### src/hw/rtl/plob_pkg.sv
`timescale 1ns / 1ps
// ----------------------------------------------------------------------------
// plob_pkg
// Shared constants, codes and controller/datapath signal groups of the book.
// ----------------------------------------------------------------------------
package plob_pkg;

  localparam int ORDER_CAPACITY_DEF = 4096;
  localparam int LADDER_LEVELS_DEF  = 4096;

  localparam int PRICE_W    = 32;
  localparam int REF_W      = 64;
  localparam int SHARE_W    = 32;
  localparam int OP_W       = 2;
  localparam int ST_W       = 2;
  localparam int CNT_OUT_W  = 13;
  localparam int CFG_IDX_W  = 2;
  localparam int CFG_DATA_W = 32;

  localparam logic [OP_W-1:0] OP_ADD     = 2'd0;
  localparam logic [OP_W-1:0] OP_REDUCE  = 2'd1;
  localparam logic [OP_W-1:0] OP_DELETE  = 2'd2;
  localparam logic [OP_W-1:0] OP_REPLACE = 2'd3;

  localparam logic [ST_W-1:0] ST_APPLIED   = 2'd0;
  localparam logic [ST_W-1:0] ST_NOT_FOUND = 2'd1;
  localparam logic [ST_W-1:0] ST_ZERO      = 2'd2;
  localparam logic [ST_W-1:0] ST_FULL      = 2'd3;

  localparam logic [CFG_IDX_W-1:0] CFG_BAND_LOW  = 2'd0;
  localparam logic [CFG_IDX_W-1:0] CFG_BAND_HIGH = 2'd1;
  localparam logic [CFG_IDX_W-1:0] CFG_TICK      = 2'd2;

  localparam logic [PRICE_W-1:0] BAND_LOW_RST  = 32'd0;
  localparam logic [PRICE_W-1:0] BAND_HIGH_RST = 32'd4095;
  localparam logic [PRICE_W-1:0] TICK_RST      = 32'd1;

  typedef struct packed {
    logic            load;
    logic            clear;
    logic            scan_start;
    logic            scan_key_new;
    logic            scan_step;
    logic            ent_store;
    logic            ent_rm;
    logic            div_start;
    logic            lad_rd;
    logic            lad_wr;
    logic            rs_init;
    logic            rs_rd;
    logic            rs_chk;
    logic            out_load;
    logic            set_status;
    logic [ST_W-1:0] status;
  } cmd_t;

  typedef struct packed {
    logic            clear_done;
    logic            scan_done;
    logic            found;
    logic            free_found;
    logic            zero_shares;
    logic            in_band;
    logic            div_busy;
    logic            lvl_ok;
    logic            ladd;
    logic            rs_need;
    logic            rs_abort;
    logic            rs_end;
    logic            out_free;
    logic [OP_W-1:0] op;
  } sts_t;

endpackage

### src/hw/rtl/plob_ctrl.sv
`timescale 1ns / 1ps
// ----------------------------------------------------------------------------
// plob_ctrl
// Sequencer for one feed event: scan, table write, ladder update, rescan.
// ----------------------------------------------------------------------------
module plob_ctrl (
  input  logic           clk,
  input  logic           rst,
  input  logic           in_valid,
  output logic           idle,
  input  plob_pkg::sts_t sts,
  output plob_pkg::cmd_t cmd
);

  localparam logic [3:0] S_CLR    = 4'd0;
  localparam logic [3:0] S_IDLE   = 4'd1;
  localparam logic [3:0] S_START  = 4'd2;
  localparam logic [3:0] S_SCAN   = 4'd3;
  localparam logic [3:0] S_DECIDE = 4'd4;
  localparam logic [3:0] S_LV     = 4'd5;
  localparam logic [3:0] S_DIVW   = 4'd6;
  localparam logic [3:0] S_LRD    = 4'd7;
  localparam logic [3:0] S_LWR    = 4'd8;
  localparam logic [3:0] S_RSI    = 4'd9;
  localparam logic [3:0] S_RSR    = 4'd10;
  localparam logic [3:0] S_RSC    = 4'd11;
  localparam logic [3:0] S_POST   = 4'd12;
  localparam logic [3:0] S_OUT    = 4'd13;

  logic [3:0] state, state_next;
  logic       scan2, scan2_next;

  assign idle = state == S_IDLE;

  always_ff @(posedge clk) begin
    if (rst) begin
      state <= S_CLR;
      scan2 <= 1'b0;
    end else begin
      state <= state_next;
      scan2 <= scan2_next;
    end
  end

  always_comb begin
    cmd        = '0;
    state_next = state;
    scan2_next = scan2;
    case (state)
      S_CLR: begin
        if (sts.clear_done) begin
          state_next = S_IDLE;
        end else begin
          cmd.clear = 1'b1;
        end
      end
      S_IDLE: begin
        if (in_valid) begin
          cmd.load   = 1'b1;
          scan2_next = 1'b0;
          state_next = S_START;
        end
      end
      S_START: begin
        if (sts.op == plob_pkg::OP_ADD && sts.zero_shares) begin
          cmd.set_status = 1'b1;
          cmd.status     = plob_pkg::ST_ZERO;
          state_next     = S_OUT;
        end else begin
          cmd.scan_start = 1'b1;
          state_next     = S_SCAN;
        end
      end
      S_SCAN: begin
        cmd.scan_step = 1'b1;
        if (sts.scan_done) begin
          state_next = S_DECIDE;
        end
      end
      S_DECIDE: begin
        if (scan2 || sts.op == plob_pkg::OP_ADD) begin
          if (!sts.found && !sts.free_found) begin
            cmd.set_status = 1'b1;
            cmd.status     = plob_pkg::ST_FULL;
            state_next     = S_OUT;
          end else begin
            cmd.ent_store = 1'b1;
            state_next    = S_LV;
          end
        end else if (!sts.found) begin
          cmd.set_status = 1'b1;
          cmd.status     = plob_pkg::ST_NOT_FOUND;
          state_next     = S_OUT;
        end else begin
          cmd.ent_rm = 1'b1;
          state_next = S_LV;
        end
      end
      S_LV: begin
        if (sts.in_band) begin
          cmd.div_start = 1'b1;
          state_next    = S_DIVW;
        end else begin
          state_next = S_POST;
        end
      end
      S_DIVW: begin
        if (!sts.div_busy) begin
          state_next = sts.lvl_ok ? S_LRD : S_POST;
        end
      end
      S_LRD: begin
        cmd.lad_rd = 1'b1;
        state_next = S_LWR;
      end
      S_LWR: begin
        cmd.lad_wr = 1'b1;
        state_next = sts.rs_need ? S_RSI : S_POST;
      end
      S_RSI: begin
        cmd.rs_init = 1'b1;
        state_next  = S_RSR;
      end
      S_RSR: begin
        cmd.rs_rd  = 1'b1;
        state_next = sts.rs_abort ? S_POST : S_RSC;
      end
      S_RSC: begin
        cmd.rs_chk = 1'b1;
        state_next = sts.rs_end ? S_POST : S_RSR;
      end
      S_POST: begin
        // a replace goes on to store the new order after the removal, unless its share count is zero
        if (!sts.ladd && !scan2 && sts.op == plob_pkg::OP_REPLACE) begin
          if (sts.zero_shares) begin
            cmd.set_status = 1'b1;
            cmd.status     = plob_pkg::ST_ZERO;
            state_next     = S_OUT;
          end else begin
            cmd.scan_start   = 1'b1;
            cmd.scan_key_new = 1'b1;
            scan2_next       = 1'b1;
            state_next       = S_SCAN;
          end
        end else begin
          state_next = S_OUT;
        end
      end
      S_OUT: begin
        if (sts.out_free) begin
          cmd.out_load = 1'b1;
          state_next   = S_IDLE;
        end
      end
      default: begin
        state_next = S_IDLE;
      end
    endcase
  end

endmodule

### config.mk
export PLATFORM = sky130hd
export DESIGN_NAME = plob_ctrl
export DESIGN_NICKNAME = d
export VERILOG_FILES = /design/src/hw/rtl/plob_pkg.sv /design/src/hw/rtl/plob_ctrl.sv
export SDC_FILE = /design/constraint.sdc
export NUM_CORES = 1
export LEC_CHECK = 0
export ABC_AREA = 1
export BUFFER_PORTS_ARGS = -buffer_cell sky130_fd_sc_hd__buf_2
export CORE_MARGIN = 3
export CORE_UTILIZATION = 30
export CTS_BUF_LIST = sky130_fd_sc_hd__clkbuf_16
export DETAILED_ROUTE_END_ITERATION = 8
export GPL_ROUTABILITY_DRIVEN = 0
export GPL_TIMING_DRIVEN = 0
export PLACE_DENSITY_LB_ADDON = 0.2
export SLEW_MARGIN = 10
export SYNTH_ARGS = -nofsm -noshare
export SYNTH_HDL_FRONTEND = slang
export SYNTH_SLANG_ARGS = --single-unit
### constraint.sdc
create_clock -name clk -period 1.1 [get_ports clk]
set_clock_uncertainty 0.05 [all_clocks]
set_input_delay 0.22 -clock clk [delete_from_list [all_inputs] [get_ports clk]]
set_output_delay 0.22 -clock clk [all_outputs]
set_load 0.01 [all_outputs]
After elaboration in Yosys (flattened, before gate mapping)
Cells that the tools add are included.

word-level totals
  flip-flop bits (word level) = 5
  input port bits = 18
  output and inout port bits = 18
  word-level logic and storage cells = 89

operators by class
  equal/unequal tests = 21
  multiplexer cells = 52
  reductions and logical operators = 14

operator list
  operator                                       number
  case mux 4 bit (14 select lines)               1
  2-to-1 mux 4 bit                               13
  2-to-1 mux 3 bit                               9
  == test 4 bit, second input constant           6
  2-to-1 mux 1 bit                               23
  == test 4 x 3 -> 1 bit, second input constant  4
  != test 2 bit, second input constant           7
  case mux 3 bit (3 select lines)                1
  == test 4 x 2 -> 1 bit, second input constant  2
  2-to-1 mux 2 bit                               3
  AND reduction 5 bit                            1
  == test 4 x 1 -> 1 bit, second input constant  1
  logical AND 1 bit                              4
  zero test 1 bit                                4
  zero test 4 bit                                1
  case mux 1 bit (2 select lines)                2
  AND reduction 4 bit                            1
  == test 2 bit, second input constant           1
  zero test 2 bit                                1
  nonzero test 2 bit                             1
  logical OR 1 bit                               1

Depth between registers and ports, before layout
  depth in word-level cells = 5
  mapped depth = 9
  mapped depth without buffers = 9

Worst setup path after synthesis
No wires, ideal clock.

  path type = flip-flop to output port
  start point = register state[3]
  end point = output cmd[2] in the netlist's numbering
  arrival time = 0.994 ns
  data required time = 0.830 ns
  path slack = -0.164 ns
  cell stages (with the launch flop) = 8
  buffers on the path = 0
  cells stage by stage = dfxtp_1 inv_1 nand2_1 nor2_1 nand2_1 nor2_2 nor2_1 nand2_1

RTL lines
  item                      line             text
  start: declaration        plob_ctrl.sv:30  logic [3:0] state, state_next;
  start signal: assignment  plob_ctrl.sv:40  state <= state_next;
  end: declaration          plob_ctrl.sv:12  output plob_pkg::cmd_t cmd

==> summary.txt <==
Placed Area -> 920 µm²
clk buf depth -> 2
Worst-Margin Slew -> 315 ps
mean post-synth cell area -> 4.83 µm²
crit path DAT -> 1250 ps
routed length per instance -> 10.7 µm
Hold Vio Cnt, Final -> 0
total grt overflow -> 0
num rows -> 16
Peak Freq -> 659 MHz
final setup TNS -> -7200 ps
post-synthesis cell area -> 676 µm²
RSZ-0062 raised after global routing -> true
R2R Setup Slk -> -320 ps
Skew-Pair Late Insertion Delay -> 230 ps
most frequent cells in the layout -> nand2_1, buf_2, inv_1, nor2_1, nor2_4
final WL -> 2260 µm
final slew viol count -> 0
number of port buffers -> 35
Worst R2R End -> state[3]
Yosys cell types -> 15
Req. time, crit path -> 830 ps
peak supply drop -> 1710 µV
via count -> 985
worst reg2reg path startpoint -> state[3]
register bit total from synthesis -> 5
# hold bufs at CTS -> 0
worst-path maximum fanout -> 4
largest cells by area after synthesis -> nand2_1, nor2_1, dfxtp_1
Tmin final -> 1520 ps
WHS Endpoint -> state[2]
Leak -> 0.668 nW
Critical Path Sink Type -> output pin
cts bufs inserted -> 3
initial antenna violation count -> 0
Pwr Density -> 1630 nW/µm²
Final nets -> 204
Setup-failing EPs final -> 22
syn_nets -> 158
vias in the first global route -> 910
sequential area share after synthesis -> 0.148
Clock Sinks -> 5
Startpoint Class -> flip-flop
dpl hpwl -> 1740 µm
All-Layer GR Usage -> 0.177
first-pass GRT wire length -> 3620 µm
Final ANT Viol Nets -> 0
CTS tree -> done
Hold Path Class -> in2reg
Hold Path Stages -> 2
status -> complete, but fails checks
synth warn -> 0
Crit Path Class -> reg2out
Synth Instances -> 140
area grow syn2layout -> 77.4%
Synth top area share -> 0.228
core area -> 2040 µm²
crit share post-route -> 1.38
biggest area consumer among synthesized cells -> nand2_1
initial core utilization -> 0.331
post-route cell area -> 1200 µm²
relative max-transition margin -> 0.790
Final WS setup -> -418 ps
DRC viols -> 0
Reg clk slew, reported paths -> 30 ps
io pins -> 36
largest net degree at the start of global routing -> 6
share of cells above drive strength 1 -> 0.481
failing checks -> negative setup slack
start point of the worst hold path -> rst
Max Cap Violations -> 0
first-iteration detailed-routing DRC count -> 12
full die area -> 2860 µm²
n_diodes -> 0
clock tree root driver cell -> clkbuf_16
DR pass1 iterations -> 4
chip height -> 53.5 µm
vias per cell -> 4.65
reg2reg path depth -> 9
Die W -> 53.5 µm
CTS HTree Levels -> 1
[cell type report]
cell class,count,area (µm²)
clock buffer,3,75.1
sequential,5,115
timing repair buffer,41,240
inverter,28,110
fill,218,843
clock inverter,1,5.00
tap,27,33.8
multi-input combinational,107,619
[worst max-delay path, stage by stage, from the launching register on]
cell and delay [ps]:
dfxtp_4 370, inv_4 80, nand2_4 50, nor2_4 120, nand2_2 60, nor2_2 100
nor2_1 60, nand2_1 50, buf_2 120
[how the worst max path moves through the flow]
| stage | cells past startpoint | slack [ps] | start | to |
|---|---|---|---|---|
| 5_1_grt | 8 | -490 | state[3] | cmd[2] |
| 3_3_place_gp | 8 | -270 | sts[1] | cmd[2] |
| 6_report | 8 | -420 | state[3] | cmd[2] |
| 2_1_floorplan | 7 | -140 | state[1] | cmd[2] |
| 3_5_place_dp | 8 | -300 | sts[1] | cmd[2] |
| 4_1_cts | 8 | -410 | state[1] | cmd[1] |
[synthesized netlist by cell type]
cell type / instances
nor3_2: 1
nand2_2: 2
nor2_4: 1
a21oi_1: 6
nor3_1: 5
nor2_1: 33
nand3b_1: 3
dfxtp_1: 5
nand2_1: 41
inv_1: 25
nor2_2: 4
inv_2: 3
nand3_1: 7
nand4_1: 1
o21ai_0: 3
[report_power, final]
group / internal (W) / leakage, nW / switching, W / total [W]
clock network: 0.000476 / 0.0409 / 0.000132 / 0.000608
logic: 0.000360 / 0.583 / 0.000660 / 0.00102
registers: 0.000242 / 0.0436 / 0.0000811 / 0.000324
total: 0.00108 / 0.668 / 0.000873 / 0.00195
[per-layer routing]
layer,share of wire,up-vias,track usage
li1,-,515,-
met1,0.44,435,0.211
met2,0.48,27,0.290
met3,0.056,8,0.0338
met4,0.027,0,0.106
met5,0,-,0
[stage by stage]
step	instances	total power (W)	setup WS, ps	hold WS (ps)	util
floorplan	140	0.000863	-141	232	-
global placement	202	0.00109	-267	392	0.450
detailed placement	202	0.00110	-302	400	0.450
CTS	211	0.00190	-407	165	0.567
global route	212	0.00209	-494	189	0.587
finish	212	0.00195	-418	169	0.587
[kinds of logic (layout without fill, tap and decap cells)]
kind of cell | after synthesis | in the layout | synth area share
AND/OR/NAND/NOR | 98 | 98 | 0.630
buffers and inverters | 28 | 73 | 0.156
AO/OA/AOI/OAI | 9 | 9 | 0.0667
flip-flops | 5 | 5 | 0.148
[repair_timing]
item | CTS | global route
gates resized for setup | 32 | 9
endpoints found under the setup margin | 23 | 23
pin swaps | 14 | 2
buffers inserted | 5 | 1
[registers in the layout, summed over array words and instances, names as in the netlist]
register,flops
state,4
scan2,1
No activity file was read; power rests on OpenSTA's default activity.
